**config.mk**
```make
export PLATFORM = sky130hd
export DESIGN_NAME = transport_server_conn_table
export DESIGN_NICKNAME = d
export VERILOG_FILES = /design/src/tsct_pkg.sv /design/src/tsct_ctl.sv /design/src/tsct_dp.sv /design/src/transport_server_conn_table.sv
export VERILOG_INCLUDE_DIRS = /design/src /design/src/src
export SDC_FILE = /design/constraint.sdc
export NUM_CORES = 1
export LEC_CHECK = 0
export BUFFER_PORTS_ARGS = -buffer_cell sky130_fd_sc_hd__buf_2
export CAP_MARGIN = 20
export CORE_UTILIZATION = 40
export DETAILED_ROUTE_END_ITERATION = 16
export PLACE_DENSITY = 0.6
export SLEW_MARGIN = 20
export SYNTH_ARGS = -nofsm -noshare
export SYNTH_HDL_FRONTEND = slang
export SYNTH_SLANG_ARGS = --single-unit
```
**constraint.sdc**
```tcl
create_clock -name clock -period 13.5 [get_ports clock]
set_input_delay 1.35 -clock clock [delete_from_list [all_inputs] [get_ports clock]]
set_output_delay 1.35 -clock clock [all_outputs]
set_load 0.01 [all_outputs]
```
**src/transport_server_conn_table_assert.svh**
```systemverilog
// ----------------------------------------------------------------------------
// Assertion macros for the connection table
// Shared property forms, clocked on clock and disabled during reset.
// ----------------------------------------------------------------------------
`ifndef TRANSPORT_SERVER_CONN_TABLE_ASSERT_SVH
`define TRANSPORT_SERVER_CONN_TABLE_ASSERT_SVH

// The consequent must hold in the same cycle as the antecedent.
`define TSCT_ASSERT_SAME(lbl, ante, cons, msg) \
   lbl: assert property (@(posedge clock) disable iff (reset) (ante) |-> (cons)) \
      else $error(msg);

// The consequent must hold in the cycle after the antecedent.
`define TSCT_ASSERT_NEXT(lbl, ante, cons, msg) \
   lbl: assert property (@(posedge clock) disable iff (reset) (ante) |=> (cons)) \
      else $error(msg);

`endif

```
**src/tsct_pkg.sv**
```systemverilog
`default_nettype none
// ----------------------------------------------------------------------------
// Connection table package
// Types, codes and sizes shared by the connection table modules.
// ----------------------------------------------------------------------------
package tsct_pkg;

   localparam int ENTRIES_DEF = 8;
   localparam int SOCK_W      = 3;
   localparam int PORT_W      = 16;

   // Item kinds.
   localparam logic [1:0] KIND_OPEN    = 2'd0;
   localparam logic [1:0] KIND_LISTEN  = 2'd1;
   localparam logic [1:0] KIND_CLOSE   = 2'd2;
   localparam logic [1:0] KIND_SEGMENT = 2'd3;

   // Result status codes.
   localparam logic [1:0] STAT_OK       = 2'd0;
   localparam logic [1:0] STAT_FULL     = 2'd1;
   localparam logic [1:0] STAT_BAD_SOCK = 2'd2;
   localparam logic [1:0] STAT_NO_MATCH = 2'd3;

   // Connection states.
   localparam logic [1:0] CONN_CLOSED     = 2'd0;
   localparam logic [1:0] CONN_LISTEN     = 2'd1;
   localparam logic [1:0] CONN_ESTAB      = 2'd2;
   localparam logic [1:0] CONN_CLOSE_WAIT = 2'd3;

   // Segment types of interest.
   localparam logic [2:0] SEG_SYN = 3'd0;
   localparam logic [2:0] SEG_FIN = 3'd2;

   // Reply types.
   localparam logic REPLY_SYNACK = 1'b0;
   localparam logic REPLY_FINACK = 1'b1;

   typedef struct packed {
      logic [1:0]        kind;
      logic [SOCK_W-1:0] socket_id;
      logic [PORT_W-1:0] open_port;
      logic [2:0]        seg_type;
      logic [PORT_W-1:0] seg_src_port;
      logic [PORT_W-1:0] seg_dest_port;
   } req_type;

   typedef struct packed {
      logic [SOCK_W-1:0] result_socket;
      logic [1:0]        status;
      logic              reply_valid;
      logic              reply_type;
      logic [PORT_W-1:0] reply_src_port;
      logic [PORT_W-1:0] reply_dest_port;
      logic [1:0]        entry_state;
   } rsp_type;

   // Commands from the controller to the datapath.
   typedef struct packed {
      logic load;
      logic look;
      logic exec;
   } cmd_type;

endpackage
`default_nettype wire

```
**src/tsct_ctl.sv**
```systemverilog
`default_nettype none
// ----------------------------------------------------------------------------
// Connection table controller
// Sequences accept, lookup and execute, and owns the result word's valid.
// ----------------------------------------------------------------------------
module tsct_ctl import tsct_pkg::*; (
   input  wire logic clock,
   input  wire logic reset,
   input  wire logic req_valid,
   output logic      req_stall,
   output logic      rsp_valid,
   input  wire logic rsp_stall,
   output cmd_type   cmd
);

   localparam logic [1:0] S_IDLE = 2'd0;
   localparam logic [1:0] S_LOOK = 2'd1;
   localparam logic [1:0] S_EXEC = 2'd2;

   logic [1:0] state_ff, state_in;
   logic       rsp_valid_ff, rsp_valid_in;

   always_comb begin
      cmd.load = (state_ff == S_IDLE) && req_valid;
      cmd.look = (state_ff == S_LOOK);
      cmd.exec = (state_ff == S_EXEC) && (!rsp_valid_ff || !rsp_stall);
   end

   assign req_stall = (state_ff != S_IDLE);
   assign rsp_valid = rsp_valid_ff;

   // The result register frees up when taken, and reloads on execute.
   assign rsp_valid_in = cmd.exec | (rsp_valid_ff & rsp_stall);

   always_comb begin
      state_in = state_ff;
      case (state_ff)
         S_IDLE: begin
            if (req_valid) state_in = S_LOOK;
         end
         S_LOOK: begin
            state_in = S_EXEC;
         end
         S_EXEC: begin
            if (cmd.exec) state_in = S_IDLE;
         end
         default: begin
            state_in = S_IDLE;
         end
      endcase
   end

   always_ff @(posedge clock) begin
      if (reset) begin
         state_ff     <= S_IDLE;
         rsp_valid_ff <= 1'b0;
      end else begin
         state_ff     <= state_in;
         rsp_valid_ff <= rsp_valid_in;
      end
   end

endmodule
`default_nettype wire

```
**src/tsct_dp.sv**
```systemverilog
`default_nettype none
// ----------------------------------------------------------------------------
// Connection table datapath
// Holds the entry table, searches it and applies one item per command.
// ----------------------------------------------------------------------------
module tsct_dp import tsct_pkg::*; #(
   parameter int ENTRIES = ENTRIES_DEF
) (
   input  wire logic    clock,
   input  wire logic    reset,
   input  wire cmd_type cmd,
   input  wire req_type req_data,
   output rsp_type      rsp_data
);

   localparam int IDX_W  = (ENTRIES > 1) ? $clog2(ENTRIES) : 1;
   localparam int WIDE_W = 7;

   req_type           item_ff;
   logic [ENTRIES-1:0] valid_ff, valid_in;
   logic [PORT_W-1:0] server_ff [ENTRIES];
   logic [PORT_W-1:0] peer_ff   [ENTRIES];
   logic [1:0]        conn_ff   [ENTRIES];

   // Lookup results, registered between the lookup and execute steps.
   logic              free_hit_ff, match_hit_ff, sid_ok_ff;
   logic [IDX_W-1:0]  free_idx_ff, match_idx_ff;
   logic [PORT_W-1:0] server_rd_ff, peer_rd_ff;
   logic [1:0]        conn_rd_ff;
   rsp_type           rsp_ff, rsp_in;

   logic              free_hit, match_hit, sid_ok;
   logic [IDX_W-1:0]  free_idx, match_idx, sid_idx, wr_idx;
   logic [WIDE_W-1:0] sid_wide, free_wide, match_wide;

   logic              server_we, peer_we, conn_we;
   logic [PORT_W-1:0] peer_wdata;
   logic [1:0]        conn_wdata;

   // Lowest free entry and lowest valid entry whose server port matches.
   always_comb begin
      free_hit  = 1'b0;
      free_idx  = '0;
      match_hit = 1'b0;
      match_idx = '0;
      for (int i = ENTRIES - 1; i >= 0; i--) begin
         if (!valid_ff[i]) begin
            free_hit = 1'b1;
            free_idx = IDX_W'(i);
         end
         if (valid_ff[i] && (server_ff[i] == item_ff.seg_dest_port)) begin
            match_hit = 1'b1;
            match_idx = IDX_W'(i);
         end
      end
   end

   assign sid_wide = WIDE_W'(item_ff.socket_id);
   assign sid_idx  = sid_wide[IDX_W-1:0];
   assign sid_ok   = (sid_wide < WIDE_W'(ENTRIES)) && valid_ff[sid_idx];

   assign free_wide  = WIDE_W'(free_idx_ff);
   assign match_wide = WIDE_W'(match_idx_ff);

   always_comb begin
      rsp_in     = '0;
      valid_in   = valid_ff;
      wr_idx     = '0;
      server_we  = 1'b0;
      peer_we    = 1'b0;
      conn_we    = 1'b0;
      peer_wdata = '0;
      conn_wdata = CONN_CLOSED;
      case (item_ff.kind)
         KIND_OPEN: begin
            if (free_hit_ff) begin
               wr_idx               = free_idx_ff;
               valid_in[free_idx_ff] = 1'b1;
               server_we            = 1'b1;
               peer_we              = 1'b1;
               conn_we              = 1'b1;
               rsp_in.result_socket = free_wide[SOCK_W-1:0];
               rsp_in.entry_state   = CONN_CLOSED;
            end else begin
               rsp_in.status = STAT_FULL;
            end
         end
         KIND_LISTEN: begin
            rsp_in.result_socket = item_ff.socket_id;
            if (sid_ok_ff) begin
               wr_idx             = sid_idx;
               conn_we            = 1'b1;
               conn_wdata         = CONN_LISTEN;
               rsp_in.entry_state = CONN_LISTEN;
            end else begin
               rsp_in.status = STAT_BAD_SOCK;
            end
         end
         KIND_CLOSE: begin
            rsp_in.result_socket = item_ff.socket_id;
            if (sid_ok_ff) begin
               wr_idx            = sid_idx;
               valid_in[sid_idx] = 1'b0;
               conn_we           = 1'b1;
               conn_wdata        = CONN_CLOSED;
            end else begin
               rsp_in.status = STAT_BAD_SOCK;
            end
         end
         KIND_SEGMENT: begin
            if (match_hit_ff) begin
               wr_idx                 = match_idx_ff;
               rsp_in.result_socket   = match_wide[SOCK_W-1:0];
               rsp_in.entry_state     = conn_rd_ff;
               rsp_in.reply_src_port  = server_rd_ff;
               rsp_in.reply_dest_port = peer_rd_ff;
               if ((conn_rd_ff == CONN_LISTEN) && (item_ff.seg_type == SEG_SYN)) begin
                  peer_we                = 1'b1;
                  peer_wdata             = item_ff.seg_src_port;
                  conn_we                = 1'b1;
                  conn_wdata             = CONN_ESTAB;
                  rsp_in.entry_state     = CONN_ESTAB;
                  rsp_in.reply_valid     = 1'b1;
                  rsp_in.reply_type      = REPLY_SYNACK;
                  rsp_in.reply_dest_port = item_ff.seg_src_port;
               end else if ((conn_rd_ff == CONN_ESTAB) && (item_ff.seg_type == SEG_SYN)) begin
                  rsp_in.reply_valid = 1'b1;
                  rsp_in.reply_type  = REPLY_SYNACK;
               end else if ((conn_rd_ff == CONN_ESTAB) && (item_ff.seg_type == SEG_FIN)) begin
                  conn_we            = 1'b1;
                  conn_wdata         = CONN_CLOSE_WAIT;
                  rsp_in.entry_state = CONN_CLOSE_WAIT;
                  rsp_in.reply_valid = 1'b1;
                  rsp_in.reply_type  = REPLY_FINACK;
               end else if ((conn_rd_ff == CONN_CLOSE_WAIT) &&
                            (item_ff.seg_type == SEG_FIN)) begin
                  rsp_in.reply_valid = 1'b1;
                  rsp_in.reply_type  = REPLY_FINACK;
               end
               // Dropped segments carry no reply header.
               if (!rsp_in.reply_valid) begin
                  rsp_in.reply_src_port  = '0;
                  rsp_in.reply_dest_port = '0;
               end
            end else begin
               rsp_in.status = STAT_NO_MATCH;
            end
         end
         default: begin
            rsp_in = '0;
         end
      endcase
   end

   always_ff @(posedge clock) begin
      if (reset) begin
         valid_ff <= '0;
      end else if (cmd.exec) begin
         valid_ff <= valid_in;
      end
   end

   always_ff @(posedge clock) begin
      if (cmd.load) begin
         item_ff <= req_data;
      end
      if (cmd.look) begin
         free_hit_ff  <= free_hit;
         free_idx_ff  <= free_idx;
         match_hit_ff <= match_hit;
         match_idx_ff <= match_idx;
         sid_ok_ff    <= sid_ok;
         server_rd_ff <= server_ff[match_idx];
         peer_rd_ff   <= peer_ff[match_idx];
         conn_rd_ff   <= conn_ff[match_idx];
      end
      if (cmd.exec) begin
         rsp_ff <= rsp_in;
         if (server_we) server_ff[wr_idx] <= item_ff.open_port;
         if (peer_we)   peer_ff[wr_idx]   <= peer_wdata;
         if (conn_we)   conn_ff[wr_idx]   <= conn_wdata;
      end
   end

   assign rsp_data = rsp_ff;

endmodule
`default_nettype wire

```
**src/transport_server_conn_table.sv**
```systemverilog
`default_nettype none
`include "transport_server_conn_table_assert.svh"
// ----------------------------------------------------------------------------
// Transport server connection table
// Socket table with open, listen, close and segment handling for a server.
// ----------------------------------------------------------------------------
// Each request word is one operation on a table of ENTRIES server connection
// entries and gives exactly one response word. An open takes the lowest free
// entry, a listen or close addresses an entry by socket id, and an arriving
// segment header is matched on its destination port against the lowest valid
// entry, which may answer with a SYNACK or FINACK header and move the entry's
// state. The block works on one word at a time in three steps: the request is
// captured at the edge that accepts it, the next cycle does the table search
// and the read of the matched entry, and the execute step then applies the
// update and loads the response register. A new word is accepted only once
// the previous word has left the execute step. A stalled response holds the
// execute step until the response register frees up. No clearing pass
// follows reset; the table is empty at once.
// ----------------------------------------------------------------------------
module transport_server_conn_table import tsct_pkg::*; #(
   parameter int ENTRIES = ENTRIES_DEF
) (
   input  wire logic    clock,
   input  wire logic    reset,
   input  wire logic    req_valid,
   output logic         req_stall,
   input  wire req_type req_data,
   output logic         rsp_valid,
   input  wire logic    rsp_stall,
   output rsp_type      rsp_data
);

   cmd_type cmd;

   // The controller steps each word through capture, lookup and execute.
   tsct_ctl u_ctl (
      .clock     (clock),
      .reset     (reset),
      .req_valid (req_valid),
      .req_stall (req_stall),
      .rsp_valid (rsp_valid),
      .rsp_stall (rsp_stall),
      .cmd       (cmd)
   );

   // The datapath owns the table, the search logic and the response register.
   tsct_dp #(
      .ENTRIES (ENTRIES)
   ) u_dp (
      .clock    (clock),
      .reset    (reset),
      .cmd      (cmd),
      .req_data (req_data),
      .rsp_data (rsp_data)
   );

   // Once a word is taken, the block stays busy while it is worked on.
   `TSCT_ASSERT_NEXT(a_busy_after_accept, req_valid && !req_stall, req_stall,
      "accepted word did not make the block busy")

   // A new response only comes out of the execute step, when the block was busy.
   `TSCT_ASSERT_SAME(a_rsp_from_exec, $rose(rsp_valid), $past(req_stall),
      "response appeared without a word in flight")

   // Any error response carries no reply and reports a closed entry.
   `TSCT_ASSERT_SAME(a_error_clean, rsp_valid && (rsp_data.status != STAT_OK),
      !rsp_data.reply_valid && (rsp_data.entry_state == CONN_CLOSED),
      "error response carries reply or state")

   // Reply fields are zero whenever no reply is called for.
   `TSCT_ASSERT_SAME(a_reply_zero, rsp_valid && !rsp_data.reply_valid,
      (rsp_data.reply_type == REPLY_SYNACK) && (rsp_data.reply_src_port == '0) &&
      (rsp_data.reply_dest_port == '0),
      "reply fields set without a reply")

endmodule
`default_nettype wire
```
==> impl_metrics.py <==
metrics = {
    "outcome": {
        "status": "completed",
    },
    "global_routing": {
        "track_usage_pct": 21.6,
        "grt.overflow.total": 0,
        "grt_pass1_wl_um": 73200,
        "grt_pass1_vias": 10800,
        "grt_max_degree": 57,
        "grt_antenna_before_repair": 0,
    },
    "worst_setup_path": {
        "rrSetupSlack_ps": 8810,
        "cp_data_arrival_time_ps": 4980,
        "r2r-end": "u_dp.peer_rd_ff[7]$_DFFE_PN_",
        "ff2ff_path_depth": 10,
        "critPathMaxFanout": 53,
        "worstSetupEndpointType": "register",
        "cp-start-kind": "register",
        "required_ps": 13790,
        "crit_type": "register to register",
        "rr_startpoint": "u_dp.item_ff[10]$_DFFE_PP_",
    },
    "timing": {
        "slew_headroom_pct": 26.5,
        "fin_crit_ps": 4690,
        "tightest_slew_ps": 1100,
        "final_max_slew_viol_count": 0,
        "fin_crit_sh_pct": 34.7,
        "hold_viol_final": 0,
        "fmax_mhz": 213,
        "finClkSkew_ps": 22.6,
        "setup_violations": 0,
        "timing.setup.tns_ps": 0,
        "rsz0062_at_grt": "no",
    },
    "synthesis": {
        "yosys.area.top_type": "edfxtp_1",
        "async_flop_share_pct": 0,
        "synthSimpleGateAreaFrac_pct": 8.48,
        "synthMuxAreaShare_pct": 8.17,
        "synth_top_family_by_area": "simple AND/OR/NAND/NOR gates",
        "syn_inst": 1214,
        "synth_xor_area_share_pct": 6.26,
        "synth-compound-area-share_pct": 6.65,
        "synthAdderAreaFrac_pct": 0.270,
        "synth_area_mm2": 0.0185,
        "synth_warnings": 0,
        "syn-num-nets": 1278,
        "avgSynthCellArea_um2": 15.3,
        "synth_flop_cell": "edfxtp_1",
        "synth-edff-count": 412,
        "ys_seq_area_share_pct": 68.0,
        "synth-seq-cells": 423,
        "ys_types": 61,
        "synthTopCellsByArea": "edfxtp_1 (67%), mux2_2 (4.0%), mux2i_1 (3.7%)",
        "synth_top_area_share_pct": 66.8,
    },
    "clock_tree": {
        "cts_max_path_buffers": 3,
        "cts-root-buf": "clkbuf_16",
        "cts_sinks": 423,
        "htree_levels": 2,
        "cts_tree": "yes",
        "path_clk_slew_ps": 60,
        "worst_skew_pair.late_latency_ps": 590,
        "cts_resized": 0,
        "holdBufCountCts": 0,
        "post-cts-setup-buffers": 0,
        "cts_made_buffers": 47,
    },
    "cells_and_area": {
        "final_util_pct": 46.5,
        "fin_nets": 1400,
        "n_fill_cell": 3964,
        "drive_gt1_share_pct": 23.0,
        "area_growth_pct": 14.3,
        "final_cells": 1972,
        "final_cell_mix": "edfxtp_1 (412), buf_2 (102), nand2_1 (89)",
        "fin_area_mm2": 0.0212,
        "insertedDiodeCount": 0,
        "final_common_cell": "edfxtp_1",
    },
    "power_and_ir_drop": {
        "sw_frac_of_total_pct": 21.6,
        "power_density_mw_per_mm2": 133,
        "seqPwrFrac_pct": 52.6,
        "ir_worst_vdd_mv": 0.0766,
        "intPower_mw": 2.21,
        "p_sw_mw": 0.608,
        "pwr-share-clk_pct": 44.0,
        "finalPower_mw": 2.82,
        "p_leak_nw": 7.77,
        "combPwrFrac_pct": 3.4,
    },
    "routing": {
        "avgRoutedWirePerCell_um": 25.5,
        "drt_wl_total_um": 50200,
        "drc": 0,
        "vias": 10700,
        "antenna_left": 0,
        "dr.pass1.iters": 5,
        "via_per_inst": 5.45,
        "initialDrtViolationCount": 966,
    },
    "floorplanning": {
        "die_y_um": 217,
        "rows": 78,
        "start_util_pct": 40.6,
        "ioPinCount": 103,
        "core_area_mm2": 0.0456,
        "die-area_mm2": 0.0472,
        "die_width_um": 217,
    },
    "placement": {
        "gp_congestion": 0.995,
        "dp_cells": 1887,
        "port_buffers": 102,
        "placed_cell_area_mm2": 0.0197,
        "dp_hpwl_um": 33000,
    },
    "hold_path": {
        "min-delay-start": "u_dp.server_rd_ff[5]$_DFFE_PN_",
        "hp-class": "register to register",
        "hold_path_end": "u_dp.rsp_data[23]$_SDFFCE_PN0P_",
        "holdPathStages": 1,
    },
    "flow_run": {
        "drv_cap": 0,
    },
}
[registers in the layout (all words and copies together), names as in the netlist, 2 cells and up]
name               count
u_dp.free_idx_ff       3
u_dp.peer_ff         128
u_dp.server_ff       128
u_dp.rsp_data         41
u_dp.conn_ff          16
u_dp.conn_rd_ff        2
u_dp.match_idx_ff      3
u_ctl.state_ff         2
u_dp.item_ff          53
u_dp.server_rd_ff     16
u_dp.sid_idx           3
u_dp.peer_rd_ff       16
u_dp.valid_ff          8
[how the worst max path moves through the flow]
stage / startpoint / to / slack [ps] / cells after the start
CTS: u_dp.item_ff[10]$_DFFE_PP_ / u_dp.peer_rd_ff[9]$_DFFE_PN_ / 8800 / 10
global route: u_dp.item_ff[15]$_DFFE_PP_ / u_dp.peer_rd_ff[5]$_DFFE_PN_ / 8620 / 10
detailed placement: u_dp.item_ff[10]$_DFFE_PP_ / u_dp.peer_rd_ff[14]$_DFFE_PN_ / 8820 / 10
floorplan: rsp_stall / u_dp.peer_ff[0][0]$_DFFE_PP_ / 7960 / 4
global placement: u_dp.item_ff[10]$_DFFE_PP_ / u_dp.server_rd_ff[14]$_DFFE_PN_ / 8880 / 10
finish: u_dp.item_ff[10]$_DFFE_PP_ / u_dp.peer_rd_ff[7]$_DFFE_PN_ / 8810 / 10
[power groups by stage]
stage               registers, mW  logic, mW  clock network, mW
floorplan                    1.50     0.0626                  0
global placement             1.51     0.0971                  0
detailed placement           1.51     0.0973                  0
CTS                          1.48     0.0980               1.27
global route                 1.48      0.104               1.32
finish                       1.48     0.0969               1.24
[area by class of cell]
cell class | count | area, um2 | share of cell area [%]
well taps | 600 | 751 | 3.54
clock inverters | 25 | 249 | 1.18
flip-flops and latches | 423 | 12600 | 59.5
inverters | 8 | 30.0 | 0.142
repair buffers | 131 | 741 | 3.50
multi-input cells | 725 | 5590 | 26.4
clock buffers | 60 | 1220 | 5.78
[cell usage after synthesis (5+ instances only)]
library cell / n
edfxtp_1: 412
nand2_1: 89
xnor2_1: 75
mux2i_1: 69
mux2_2: 65
nor2_1: 57
xor2_1: 50
a21oi_1: 35
and2_1: 35
o22ai_1: 34
a221oi_2: 31
nand4_1: 25
buf_2: 23
clkbuf_1: 18
nor4_1: 17
nand3_1: 13
buf_6: 12
o21ai_0: 12
or4_1: 12
dfxtp_1: 11
nand2b_1: 10
nor2b_1: 9
inv_1: 8
nor3_1: 8
a211oi_1: 7
or4b_1: 7
a31oi_1: 6
or2_2: 5
[layer usage]
metal / up-vias / part of all wire [%] / GRT usage (%)
li1: 4903 / - / -
met1: 5437 / 46 / 31.2
met2: 325 / 45 / 32.9
met3: 74 / 5.9 / 4.03
met4: 0 / 2.6 / 6.22
met5: - / 0 / 0
[cells by family after synthesis]
logic type               count (synthesis)
adder cells (fa/ha/maj)                  4
AO/OA/AOI/OAI                          151
buffers and inverters                   66
AND/OR/NAND/NOR                        301
multiplexers                           140
flip-flops                             423
XOR/XNOR                               129
[stage by stage]
step | hold slack, ps | setup WS, ps
detailed placement | 504 | 8820
global placement | 506 | 8880
global route | 535 | 8620
CTS | 511 | 8800
finish | 511 | 8810
floorplan | 497 | 7960
[critical path, stage by stage, from the launching register on]
cell,delay (ps)
edfxtp_1,590
xnor2_1,470
nand2_1,110
or4b_1,510
or2_2,340
a41oi_4,210
buf_4,700
buf_4,730
mux2_2,410
o22ai_1,190
a221oi_2,50
Power figures use the tool's default switching activity.
